--- config.mk ---
export PLATFORM = sky130hd
export DESIGN_NAME = lse_mod
export DESIGN_NICKNAME = d
export VERILOG_FILES = /design/src/design/lse_pkg.sv /design/src/design/lse_mod.sv
export SDC_FILE = /design/constraint.sdc
export NUM_CORES = 1
export LEC_CHECK = 0
export BUFFER_PORTS_ARGS = -buffer_cell sky130_fd_sc_hd__buf_2
export CAP_MARGIN = 20
export CORE_UTILIZATION = 60
export DETAILED_ROUTE_END_ITERATION = 8
export PLACE_DENSITY = 0.86
export SLEW_MARGIN = 30
export SYNTH_ARGS = -nofsm -noshare
export SYNTH_HDL_FRONTEND = slang
export SYNTH_SLANG_ARGS = --single-unit
--- constraint.sdc ---
create_clock -name clk -period 5.7 [get_ports clk]
set_input_delay 0.57 -clock clk [delete_from_list [all_inputs] [get_ports clk]]
set_output_delay 0.57 -clock clk [all_outputs]
set_load 0.1 [all_outputs]
--- src/design/lse_pkg.sv ---
`timescale 1ns / 1ps
package lse_pkg;

  typedef enum logic [2:0] {
    FN_WRITE   = 3'd0,
    FN_READ    = 3'd1,
    FN_SEED    = 3'd2,
    FN_EMBED   = 3'd3,
    FN_EXTRACT = 3'd4,
    FN_HEADER  = 3'd5
  } func_t;

  typedef enum logic [1:0] {
    ST_OK       = 2'd0,
    ST_CAPACITY = 2'd1,
    ST_ADDRESS  = 2'd2
  } status_t;

  typedef enum logic [1:0] {
    REG_SCATTER = 2'd0,
    REG_LEN     = 2'd1
  } reg_idx_t;

  typedef enum logic [3:0] {
    S_IDLE,
    S_CLEAR,
    S_DRAW,
    S_MOD,
    S_VCHK,
    S_PROBE,
    S_PIXRD,
    S_PIXWAIT,
    S_PIXWR,
    S_HDR,
    S_DONE
  } state_t;

  localparam int RETRY_LIMIT = 64;
  localparam logic [31:0] GEN_B_INIT = 32'd7;
  localparam logic [31:0] GEN_C_INIT = 32'd11;
  localparam logic [31:0] GEN_D_INIT = 32'd3;
  localparam logic [16:0] SEQ_START  = 17'd3;

  // one xorshift step: new fourth word before the modulo
  function automatic logic [31:0] xs_next(input logic [31:0] a, input logic [31:0] d);
    logic [31:0] t;
    t = a ^ (a << 11);
    return d ^ (d >> 19) ^ t ^ (t >> 8);
  endfunction

endpackage

--- src/design/lse_mod.sv ---
`timescale 1ns / 1ps
// Restoring remainder, one quotient bit per cycle.
module lse_mod
  import lse_pkg::*;
#(
  parameter int AW = 16
) (
  input  logic          clk,
  input  logic          rst_n,
  input  logic          start,
  input  logic [31:0]   num,
  input  logic [AW:0]   den,
  output logic          done,
  output logic [AW-1:0] rem
);
  localparam int CW = $clog2(33);
  logic [31:0]   num_r, num_nxt;
  logic [AW+1:0] acc_r, acc_nxt;
  logic [CW-1:0] cnt_r, cnt_nxt;
  logic          busy_r, busy_nxt;
  logic          done_r, done_nxt;
  logic [AW+1:0] sh;

  always_comb begin
    num_nxt  = num_r;
    acc_nxt  = acc_r;
    cnt_nxt  = cnt_r;
    busy_nxt = busy_r;
    done_nxt = 1'b0;
    sh       = {acc_r[AW:0], num_r[31]};
    if (start) begin
      num_nxt  = num;
      acc_nxt  = '0;
      cnt_nxt  = CW'(32);
      busy_nxt = 1'b1;
    end else if (busy_r) begin
      num_nxt = {num_r[30:0], 1'b0};
      acc_nxt = (sh >= {1'b0, den}) ? sh - {1'b0, den} : sh;
      cnt_nxt = cnt_r - CW'(1);
      if (cnt_r == CW'(1)) begin
        busy_nxt = 1'b0;
        done_nxt = 1'b1;
      end
    end
  end

  always_ff @(posedge clk) begin
    if (!rst_n) begin
      busy_r <= 1'b0;
      done_r <= 1'b0;
      cnt_r  <= '0;
    end else begin
      busy_r <= busy_nxt;
      done_r <= done_nxt;
      cnt_r  <= cnt_nxt;
    end
    num_r <= num_nxt;
    acc_r <= acc_nxt;
  end

  assign done = done_r;
  assign rem  = acc_r[AW-1:0];
endmodule

==> reports/qor.yml, run 1 <==
grt_pass1_wl_um: 12600
fmax_mhz: 338
tns_ns: 0
cts.sinks: 57
core_sq_um: 5610
seqCellArea_sq_um: 1460
final_nets: 477
ys_async_sr_fraction_pct: 0
postRouteAntennaNets: 0
placement_rows: 27
arrival_ns: 3.20
cts_setup_buffers: 0
die-area_sq_um: 6220
fin_crit_ns: 2.96
cts_h_tree_lvls: 3
maximum_vdd_drop_uv: 199
wl_per_cell_um: 16.6
reg2reg_from: "num_r[31]$_DFFE_PP_"
post_drt_via_cell_ratio: 5.97
fp.dieH_um: 78.9
setup.worst_path.class: "register to register"
yosys.area.top_type_share_pct: 27.1
cp-start-kind: "register"
synth-main-ff-cell: "sky130_fd_sc_hd__edfxtp_1"
netlist_top_cells_area: "sky130_fd_sc_hd__edfxtp_1 27%, sky130_fd_sc_hd__dfxtp_1 14%, sky130_fd_sc_hd__mux2_2 10%"
hold_viol: 0
fillCellCount: 426
r2r_slack_ns: 2.74
pin_count: 69
synth_warnings: 0
synth_cell_types: 56
die_x_um: 78.9
ys_ff_latch: 57
min-delay-start: "rst_n"
grt_setup_unrepaired: "no"
clock_tree_from_tritoncts: "built"
timing.critical_path.required_ns: 5.94
synthesized_netlist_net_count: 429
critPathCaptureType: "register"
vias_in_the_first_global_route: 2676
cts_resized: 0
outcome: "finished, final reports clean"
drt_pass1_iterations: 5
grt_met3_use_pct: 8.51
crit_reg_reg_endpoint: "acc_r[1]$_SDFFE_PP0P_"
crit_path_max_fanout: 20
place.port_buffers: 68
dr.first_iter.drc_count: 189
use_met1_pct: 32.1
setup_viol_count_final: 0
insertion_delay_ns: 0.34
holdPathStages: 2
max-cap-violations: 0
synthesis.area_sq_um: 3550
cts_buf_count: 9
synthCells: 357
route.detailed.drc: 0
worst_slew_pin_slew_ns: 0.579
post-dp-hpwl_um: 5790
power_leakage_nw: 1.73
yosys-top-cells-count: "32 x sky130_fd_sc_hd__edfxtp_1, 32 x sky130_fd_sc_hd__mux2_2, 27 x sky130_fd_sc_hd__nor2_1, 25 x sky130_fd_sc_hd__dfxtp_1, 24 x sky130_fd_sc_hd__inv_1"
grt_antenna_before_repair: 0
post_layout_nonfiller_instances: 482
grt_most_used_layer: "met2"
detail_route.wirelength_um: 7980
slew_headroom_pct: 61.1
worst-r2r-cell-count: 10
synth_area_leader_cell: "sky130_fd_sc_hd__edfxtp_1"
footprint_of_the_multi_input_gates_sq_um: 1790
seq_area_frac_synth_pct: 41.2
layout-drive-gt1-share_pct: 30.2
globalRouteTotalUtil_pct: 26.9
placed_cells_incl_taps: 466
hold_buf_count_cts: 0
max-clock-path-buffers: 2
clk_pin_slew_worst_paths_ns: 0.06
grt.overflow.total: 0
finalClockSkew_ns: 0.00402
clock_tree.root_cell: "sky130_fd_sc_hd__clkbuf_8"
vias: 2879
grt_max_degree: 51
globalplace.congestion: 0.954
timing.final.crit_share_pct: 51.9
hold_path.class: "input pin to register"
floorplan.initialDensity_pct: 63.3
n_antenna_cell: 0
layout-area-overhead-vs-synth_pct: 12.2
use_met2_pct: 45.4
hold_end: "busy_r$_SDFF_PN0_"
drv_slew: 0
per_instance_average_area_after_synthesis_sq_um: 9.94
power_density_nw_per_um2: 304
count_of_flip_flops_with_a_built_in_enable_after_synthesis: 32
==> worst max-delay path, stage by stage, from the launching register on <==
cell and delay (ns):
sky130_fd_sc_hd__edfxtp_1 0.41, sky130_fd_sc_hd__inv_1 0.07, sky130_fd_sc_hd__ha_1 0.15, sky130_fd_sc_hd__inv_1 0.05, sky130_fd_sc_hd__fa_1 0.39, sky130_fd_sc_hd__a21o_1 0.23, sky130_fd_sc_hd__a221oi_2 0.39, sky130_fd_sc_hd__or4_4 0.21
sky130_fd_sc_hd__nand3_2 0.41, sky130_fd_sc_hd__mux2i_1 0.25, sky130_fd_sc_hd__a211oi_1 0.30
==> through the flow <==
step	power, W	worst slack, ns	hold WS [ns]	cell area [sq um]	utilization (%)
floorplan	0.000790	3.12	0.470	3550	-
global placement	0.000835	2.71	0.488	3790	67.6
detailed placement	0.000849	2.64	0.495	3790	67.6
CTS	0.00121	2.73	0.470	3980	71.0
global route	0.00126	2.58	0.489	3980	71.0
finish	0.00121	2.74	0.479	3980	71.0
==> cells by family (layout without fill, tap and decap cells) <==
group	count (synthesis)	after routing	synth area share, %
fa+ha+maj	20	20	7.27
mux	39	39	12.1
xor+xnor	16	16	3.95
buf+inv	58	111	8.29
simple gates	89	89	12.4
flops	57	57	41.2
compound gates	78	78	14.8
==> cells in the final DEF, fill, tap and decap left out, types with 2 or more instances in the layout <==
| master | Yosys | final |
|---|---|---|
| sky130_fd_sc_hd__buf_2 | 1 | 67 |
| sky130_fd_sc_hd__mux2_2 | 32 | 32 |
| sky130_fd_sc_hd__edfxtp_1 | 32 | 32 |
| sky130_fd_sc_hd__nor2_1 | 27 | 27 |
| sky130_fd_sc_hd__dfxtp_1 | 25 | 25 |
| sky130_fd_sc_hd__inv_1 | 24 | 24 |
| sky130_fd_sc_hd__a21oi_1 | 22 | 22 |
| sky130_fd_sc_hd__nand2_1 | 20 | 20 |
| sky130_fd_sc_hd__ha_1 | 19 | 19 |
| sky130_fd_sc_hd__xnor2_1 | 10 | 10 |
| sky130_fd_sc_hd__o21ai_0 | 10 | 10 |
| sky130_fd_sc_hd__a211oi_1 | 10 | 10 |
| sky130_fd_sc_hd__clkbuf_8 | 0 | 9 |
| sky130_fd_sc_hd__nand4_1 | 7 | 7 |
| sky130_fd_sc_hd__nand3_1 | 7 | 7 |
| sky130_fd_sc_hd__nor3_1 | 7 | 7 |
| sky130_fd_sc_hd__mux2i_1 | 7 | 7 |
| sky130_fd_sc_hd__xor2_1 | 6 | 6 |
| sky130_fd_sc_hd__o21ai_1 | 4 | 4 |
| sky130_fd_sc_hd__and3_1 | 4 | 4 |
| sky130_fd_sc_hd__o31ai_1 | 4 | 4 |
| sky130_fd_sc_hd__clkinv_2 | 0 | 4 |
| sky130_fd_sc_hd__o21a_1 | 3 | 3 |
| sky130_fd_sc_hd__a21o_1 | 3 | 3 |
| sky130_fd_sc_hd__nor4_1 | 3 | 3 |
| sky130_fd_sc_hd__a31oi_1 | 3 | 3 |
| sky130_fd_sc_hd__buf_4 | 17 | 3 |
| sky130_fd_sc_hd__and2_1 | 2 | 2 |
| sky130_fd_sc_hd__a41oi_1 | 2 | 2 |
| sky130_fd_sc_hd__a211o_1 | 2 | 2 |
| sky130_fd_sc_hd__or2_2 | 2 | 2 |
| sky130_fd_sc_hd__o311ai_1 | 2 | 2 |
| sky130_fd_sc_hd__o21bai_1 | 2 | 2 |
| sky130_fd_sc_hd__or4_1 | 2 | 2 |
==> worst max path at each step <==
stage | start | endpoint | slack (ns) | depth (start not counted)
global placement | den[0] | acc_r[0]$_SDFFE_PP0P_ | 2.71 | 9
detailed placement | den[0] | acc_r[14]$_SDFFE_PP0P_ | 2.64 | 10
finish | num_r[31]$_DFFE_PP_ | acc_r[1]$_SDFFE_PP0P_ | 2.74 | 10
global route | num_r[31]$_DFFE_PP_ | acc_r[9]$_SDFFE_PP0P_ | 2.58 | 10
floorplan | den[0] | acc_r[16]$_SDFFE_PP0P_ | 3.12 | 9
CTS | num_r[31]$_DFFE_PP_ | acc_r[1]$_SDFFE_PP0P_ | 2.73 | 10
==> where the power goes <==
group | leakage, nW | total, W | internal [W] | switching (W)
combinational | 1.10 | 0.000344 | 0.000119 | 0.000224
sequential | 0.528 | 0.000504 | 0.000480 | 0.0000246
clock | 0.0998 | 0.000362 | 0.000199 | 0.000163
total | 1.73 | 0.00121 | 0.000798 | 0.000412
==> state kept, by name (all words and copies together) (netlist names) <==
| name | flops |
|---|---|
| done | 1 |
| num_r | 32 |
| cnt_r | 6 |
| acc_r | 17 |
| busy_r | 1 |
==> metal layers <==
metal / vias to the layer above / part of all wire (%)
met4: 0 / 2.3
met3: 19 / 6.5
met2: 112 / 50
met1: 1355 / 41
met5: - / 0
li1: 1393 / -
==> cell type report <==
type	count	area share (%)
sequential	57	36.7
clock inverter	6	1.48
clock buffer	10	3.21
timing repair buffer	70	8.99
tap	72	2.26
inverter	25	2.36
multi-input combinational	242	45.0
(Power assumes the default switching activity.)
==> run 2: changes to the inputs <==
CORE_UTILIZATION = 56   (was 60)
PLACE_DENSITY = 0.81   (was 0.86)
clock period = 3.1 ns   (was 5.7 ns; I/O delays follow)
==> run 2 against run 1 <==
Effect of this change: critical endpoint is now acc_r[16]$_SDFFE_PP0P_; critical path depth grew 1; largest cell class unchanged; via count down 1.5%; combinational power is 87% higher; wire length down 1.1%; clock skew rose by 0.0053 ns.
==> reports/qor.yml, run 2 (synthesis results as in run 1) <==
outcome: "finished, final reports clean"
cts_buf_count: 9  # unchanged
placement_rows: 28  # +3.7%
clock_power_share_pct: 29.2  # -0.7 points
place.port_buffers: 68  # unchanged
timing.critical_path.cells: "inv_1 -> ha_1 -> inv_1 -> fa_1 -> a21o_1 -> a221oi_2 -> buf_4 -> o31ai_1 -> or4_1 -> nand4_1 -> a211oi_1"
post-route-util_pct: 66.5  # -4.4 points
finalClockSkew_ns: 0.00932  # +0.00529 ns
timing.critical_path.required_ns: 3.28  # -2.66 ns
power_leakage_nw: 1.74  # +0.52%
layout-drive-gt1-share_pct: 30.0  # -0.22 points
netSwitchingPower_w: 0.000736  # +79%
crit_reg_reg_endpoint: "acc_r[16]$_SDFFE_PP0P_"
layout.cells.most_common_list: "68 x sky130_fd_sc_hd__buf_2, 32 x sky130_fd_sc_hd__mux2_2, 32 x sky130_fd_sc_hd__edfxtp_1, 27 x sky130_fd_sc_hd__nor2_1, 25 x sky130_fd_sc_hd__dfxtp_1"
final_common_cell: "sky130_fd_sc_hd__buf_2"
seqCellArea_sq_um: 1460  # unchanged
timing.critical_path.mode_cell: "sky130_fd_sc_hd__inv_1"
clock_tree.root_cell: "sky130_fd_sc_hd__clkbuf_8"
critPathCaptureType: "register"
vias: 2837  # -1.5%
grt.overflow.total: 0  # unchanged
worst-r2r-cell-count: 11  # +1
pin_count: 69  # unchanged
placed_cells_incl_taps: 472  # +1.3%
worst_setup_path_endpoint: "acc_r[16]$_SDFFE_PP0P_"
fillCellCount: 485  # +14%
postRouteAntennaNets: 0  # unchanged
grt_antenna_before_repair: 0  # unchanged
worst_slew_pin_slew_ns: 0.757  # +0.178 ns
clk_pin_slew_worst_paths_ns: 0.06  # about the same
max-clock-path-buffers: 2  # unchanged
r2r_slack_ns: 0.43  # -2.31 ns
layout-area-overhead-vs-synth_pct: 13.1
max_flop_register: "num_r"
grt_pass1_wl_um: 12500  # -0.11%
grt_max_degree: 37  # -27%
arrival_ns: 2.85  # -0.35 ns
drt_pass1_iterations: 4  # -1
power.share.combinational_pct: 29.0  # +0.6 points
power_density_nw_per_um2: 552  # +82%
crit_path_top_delay_cell: "sky130_fd_sc_hd__or4_1"
die-area_sq_um: 6660  # +6.9%
fp.dieH_um: 81.6  # +3.4%
fin_crit_ns: 2.67  # -0.293 ns
globalRouteTotalUtil_pct: 25.2  # -1.7 points
fmax_mhz: 375  # +11%
detail_route.wirelength_um: 7890  # -1.1%
final_nets: 480  # +0.63%
hold_viol: 0  # unchanged
post_drt_via_cell_ratio: 5.81  # -2.7%
drv_slew: 0  # unchanged
largest_registers: "num_r (32), acc_r (17), cnt_r (6)"
setup.worst_path.start: "num_r[31]$_DFFE_PP_"
clock_tree_from_tritoncts: "built"
post-dp-hpwl_um: 5770  # -0.33%
seq_power_share_pct: 41.8  # about the same
route.detailed.drc: 0  # unchanged
power_report.internal_total_w: 0.00148  # +85%
largest_register_ffs: 32  # unchanged
core_sq_um: 6030  # +7.5%
crit_path_max_fanout: 4  # -80%
switching_part_of_the_total_pct: 33.2  # -0.79 points
maximum_vdd_drop_uv: 436  # +120%
cts_h_tree_lvls: 3  # unchanged
hold_buf_count_cts: 0  # unchanged
reg2reg_from: "num_r[31]$_DFFE_PP_"
wl_per_cell_um: 16.2  # -2.4%
insertion_delay_ns: 0.34  # about the same
post_layout_nonfiller_instances: 488  # +1.2%
cts_setup_buffers: 0  # unchanged
placement.cell_area_sq_um: 3830  # +1.0%
max-cap-violations: 0  # unchanged
die_x_um: 81.6  # +3.4%
dr.first_iter.drc_count: 210  # +11%
vias_in_the_first_global_route: 2702  # +0.97%
slew_headroom_pct: 49.5  # -12 points
footprint_of_the_multi_input_gates_sq_um: 1790  # unchanged
floorplan.initialDensity_pct: 58.9  # -4.4 points
hold_path.class: "input pin to register"
cts_resized: 0  # unchanged
grt_setup_unrepaired: "no"
min-delay-start: "rst_n"
cp-start-kind: "register"
timing.final.crit_share_pct: 86.1  # +34 points
critical-path-max-stage-delay_ns: 0.49  # +0.08 ns
worst_hold_margin_ns: 0.234  # -0.245 ns
setup.worst_path.class: "register to register"
tns_ns: 0  # unchanged
cts.sinks: 57  # unchanged
n_antenna_cell: 0  # unchanged
globalplace.congestion: 0.928  # -2.8%
setup_viol_count_final: 0  # unchanged
post-route-cell-area_sq_um: 4010  # +0.72%
## run 2: changes by cell type in the layout (fill, tap and decap cells not counted), sizes merged
cell    before  now
buf         70   73
clkbuf      10   12
clkinv       5    3
## run 2: metal layers
layer	track usage [%]	vias to the layer above	wire length, um
li1	-	1397	-
met1	34.3	1346	3500
met2	39.2	83	3830
met3	7.11	11	462
met4	6.84	0	97
met5	0	-	0
## run 2: power groups by stage
stage          Clock [W]  Sequential [W]  Combinational, W
3_3_place_gp           0        0.000935          0.000617
3_5_place_dp           0        0.000939          0.000634
6_report        0.000648        0.000925          0.000642
2_1_floorplan          0        0.000924          0.000529
5_1_grt         0.000695        0.000931          0.000693
4_1_cts         0.000657        0.000924          0.000637
## run 2: worst min path at each step
stage,cells after the start,slack (ns),endpoint
after floorplan,1,0.44,busy_r$_SDFF_PN0_
after global placement,2,0.49,cnt_r[1]$_SDFFE_PP0P_
after detailed placement,2,0.49,acc_r[16]$_SDFFE_PP0P_
after CTS,2,0.22,busy_r$_SDFF_PN0_
after global routing,2,0.25,cnt_r[5]$_SDFFE_PN0P_
final,2,0.23,busy_r$_SDFF_PN0_
## run 2: layout make-up
| type | count | area share, % |
|---|---|---|
| Sequential cell | 57 | 36.4 |
| Clock inverter | 4 | 1.09 |
| Timing Repair Buffer | 73 | 9.73 |
| Clock buffer | 12 | 3.37 |
| Inverter | 25 | 2.34 |
| Multi-Input combinational cell | 242 | 44.7 |
| Tap cell | 75 | 2.34 |
## run 2: stage by stage
stage,total power [W],setup WS [ns]
2_1_floorplan,0.00145,0.669
3_3_place_gp,0.00155,0.564
3_5_place_dp,0.00157,0.450
4_1_cts,0.00222,0.448
5_1_grt,0.00232,0.283
6_report,0.00221,0.432
## run 2: critical path, delay by kind of cell (launching register included)
kind	cells	cell delay, ns
fa+ha+maj	2	0.57
buf+inv	3	0.30
compound gates	4	0.67
simple gates	2	0.59
flops	1	0.38
==> run 3: changes to the inputs <==
BUFFER_PORTS_ARGS = not set   (was -buffer_cell sky130_fd_sc_hd__buf_2)
CORE_UTILIZATION = 64   (was 56)
DONT_BUFFER_PORTS = 1   (was not set)
PLACE_DENSITY = 0.8   (was 0.81)
==> run 3 against run 2 <==
Effect of this change: non-clock buffer count fell by 54; highest routed layer unchanged; die area fell by 12%; flip-flop and latch count did not move; fmax fell by 3.3%; wire length fell by 6.8%.
==> reports/qor.yml, run 3 (synthesis results as in run 1) <==
outcome: "finished, final reports clean"
vias: 2653  # -6.5%
critPathCaptureType: "register"
globalRouteTotalUtil_pct: 26.6  # +1.4 points
worst-r2r-cell-count: 10  # -1
dr.first_iter.drc_count: 204  # -2.9%
slew_headroom_pct: 37.8  # -12 points
floorplan.initialDensity_pct: 67.7  # +8.9 points
placed_cells_incl_taps: 413  # -13%
cts_resized: 0  # unchanged
grt_pass1_wl_um: 12000  # -4.2%
largest_registers: "num_r (32), acc_r (17), cnt_r (6)"
post-dp-hpwl_um: 5150  # -11%
wl_per_cell_um: 17.1  # +6.1%
fin_crit_ns: 2.76  # +0.0900 ns
reg2reg_from: "num_r[31]$_DFFE_PP_"
grt_setup_unrepaired: "no"
cts_buf_count: 9  # unchanged
grt_max_degree: 51  # +38%
grt_antenna_before_repair: 0  # unchanged
max-cap-violations: 0  # unchanged
die-area_sq_um: 5840  # -12%
layout-drive-gt1-share_pct: 20.1  # -10 points
power_leakage_nw: 1.52  # -13%
core_sq_um: 5240  # -13%
hold_viol: 0  # unchanged
hold_path.class: "input pin to register"
finalClockSkew_ns: 0.00751  # -0.00181 ns
worst_slew_pin_slew_ns: 0.932  # +0.175 ns
setup.worst_path.class: "register to register"
post-route-cell-area_sq_um: 3760  # -6.1%
route.detailed.drc: 0  # unchanged
crit_path_max_fanout: 20  # +16
r2r_slack_ns: 0.34  # -0.09 ns
layout-area-overhead-vs-synth_pct: 6.10
fmax_mhz: 363  # -3.3%
final_nets: 426  # -11%
fillCellCount: 379  # -22%
cts_setup_buffers: 0  # unchanged
drt_pass1_iterations: 5  # +1
power_density_nw_per_um2: 583  # +5.7%
worst_path_setup_slack_after_routing_ns: 0.342  # -0.0900 ns
postRouteAntennaNets: 0  # unchanged
crit_reg_reg_endpoint: "acc_r[14]$_SDFFE_PP0P_"
fp.dieH_um: 76.4  # -6.3%
clk_pin_slew_worst_paths_ns: 0.07  # about the same
max_flop_register: "num_r"
drv_slew: 0  # unchanged
hold_end: "acc_r[3]$_SDFFE_PP0P_"
post_layout_nonfiller_instances: 429  # -12%
globalplace.congestion: 0.976  # +5.2%
detail_route.wirelength_um: 7350  # -6.8%
timing.final.crit_share_pct: 89.0  # +2.9 points
cts.sinks: 57  # unchanged
grt.overflow.total: 0  # unchanged
holdPathStages: 1  # -1
maximum_vdd_drop_uv: 405  # -7.1%
cp-start-kind: "register"
placement.cell_area_sq_um: 3580  # -6.6%
clock_tree_from_tritoncts: "built"
max-clock-path-buffers: 2  # unchanged
timing.critical_path.required_ns: 3.38  # +0.10 ns
setup_viol_count_final: 0  # unchanged
layout.cells.most_common_list: "32 x sky130_fd_sc_hd__mux2_2, 32 x sky130_fd_sc_hd__edfxtp_1, 27 x sky130_fd_sc_hd__nor2_1, 25 x sky130_fd_sc_hd__dfxtp_1, 24 x sky130_fd_sc_hd__inv_1"
die_x_um: 76.4  # -6.3%
vias_in_the_first_global_route: 2507  # -7.2%
tns_ns: 0  # unchanged
min-delay-start: "start"
arrival_ns: 3.04  # +0.19 ns
n_antenna_cell: 0  # unchanged
pre_cts_worst_setup_slack_ns: 0.409  # -0.0413 ns
pin_count: 69  # unchanged
insertion_delay_ns: 0.34  # about the same
largest_register_ffs: 32  # unchanged
post_drt_via_cell_ratio: 6.18  # +6.4%
worst_hold_margin_ns: 0.0416  # -0.192 ns
hold_buf_count_cts: 0  # unchanged
cts_h_tree_lvls: 3  # unchanged
clock_tree.root_cell: "sky130_fd_sc_hd__clkbuf_8"
place.port_buffers: 0  # -100%
placement_rows: 26  # -7.1%
==> run 3: cell type report <==
type / count / area [sq um] / share of cell area, %
multi-input cells: 242 / 1790 / 47.6
flip-flops and latches: 57 / 1460 / 38.8
inverters: 25 / 93.8 / 2.49
well taps: 70 / 87.6 / 2.33
repair buffers: 19 / 143 / 3.79
clock buffers: 10 / 128 / 3.39
clock inverters: 6 / 58.8 / 1.56
==> run 3: critical path, cell delays in order, from the launching register on <==
cell	delay, ns
sky130_fd_sc_hd__edfxtp_1	0.38
sky130_fd_sc_hd__inv_1	0.07
sky130_fd_sc_hd__ha_1	0.15
sky130_fd_sc_hd__inv_1	0.06
sky130_fd_sc_hd__fa_1	0.40
sky130_fd_sc_hd__a21o_1	0.23
sky130_fd_sc_hd__a221oi_2	0.26
sky130_fd_sc_hd__or4_4	0.18
sky130_fd_sc_hd__nand3_2	0.43
sky130_fd_sc_hd__o31ai_1	0.41
sky130_fd_sc_hd__a31o_1	0.14
==> run 3: metrics by stage <==
stage | total power (W) | utilization, %
floorplan | 0.00145 | -
global placement | 0.00151 | 68.3
detailed placement | 0.00152 | 68.3
CTS | 0.00219 | 71.9
global route | 0.00229 | 71.9
finish | 0.00220 | 71.9
==> run 3: layer usage <==
layer	GRT usage, %	vias to the layer above	part of all wire (%)
li1	-	1286	-
met5	0	-	0
met3	7.31	7	8.0
met2	40.4	108	45
met4	9.62	0	1.3
met1	36.3	1252	46
==> run 3: report_power, final <==
group	internal, W	switching (W)
logic	0.000211	0.000398
registers	0.000881	0.0000300
clock network	0.000365	0.000311
==> run 3: how the worst max path moves through the flow <==
stage / slack [ns] / from / endpoint / cells past startpoint
floorplan: 0.67 / num_r[31]$_DFFE_PP_ / acc_r[16]$_SDFFE_PP0P_ / 10
global placement: 0.45 / num_r[31]$_DFFE_PP_ / acc_r[0]$_SDFFE_PP0P_ / 9
detailed placement: 0.41 / num_r[31]$_DFFE_PP_ / acc_r[0]$_SDFFE_PP0P_ / 9
CTS: 0.39 / num_r[31]$_DFFE_PP_ / acc_r[14]$_SDFFE_PP0P_ / 10
global route: 0.11 / num_r[31]$_DFFE_PP_ / acc_r[9]$_SDFFE_PP0P_ / 10
finish: 0.34 / num_r[31]$_DFFE_PP_ / acc_r[14]$_SDFFE_PP0P_ / 10
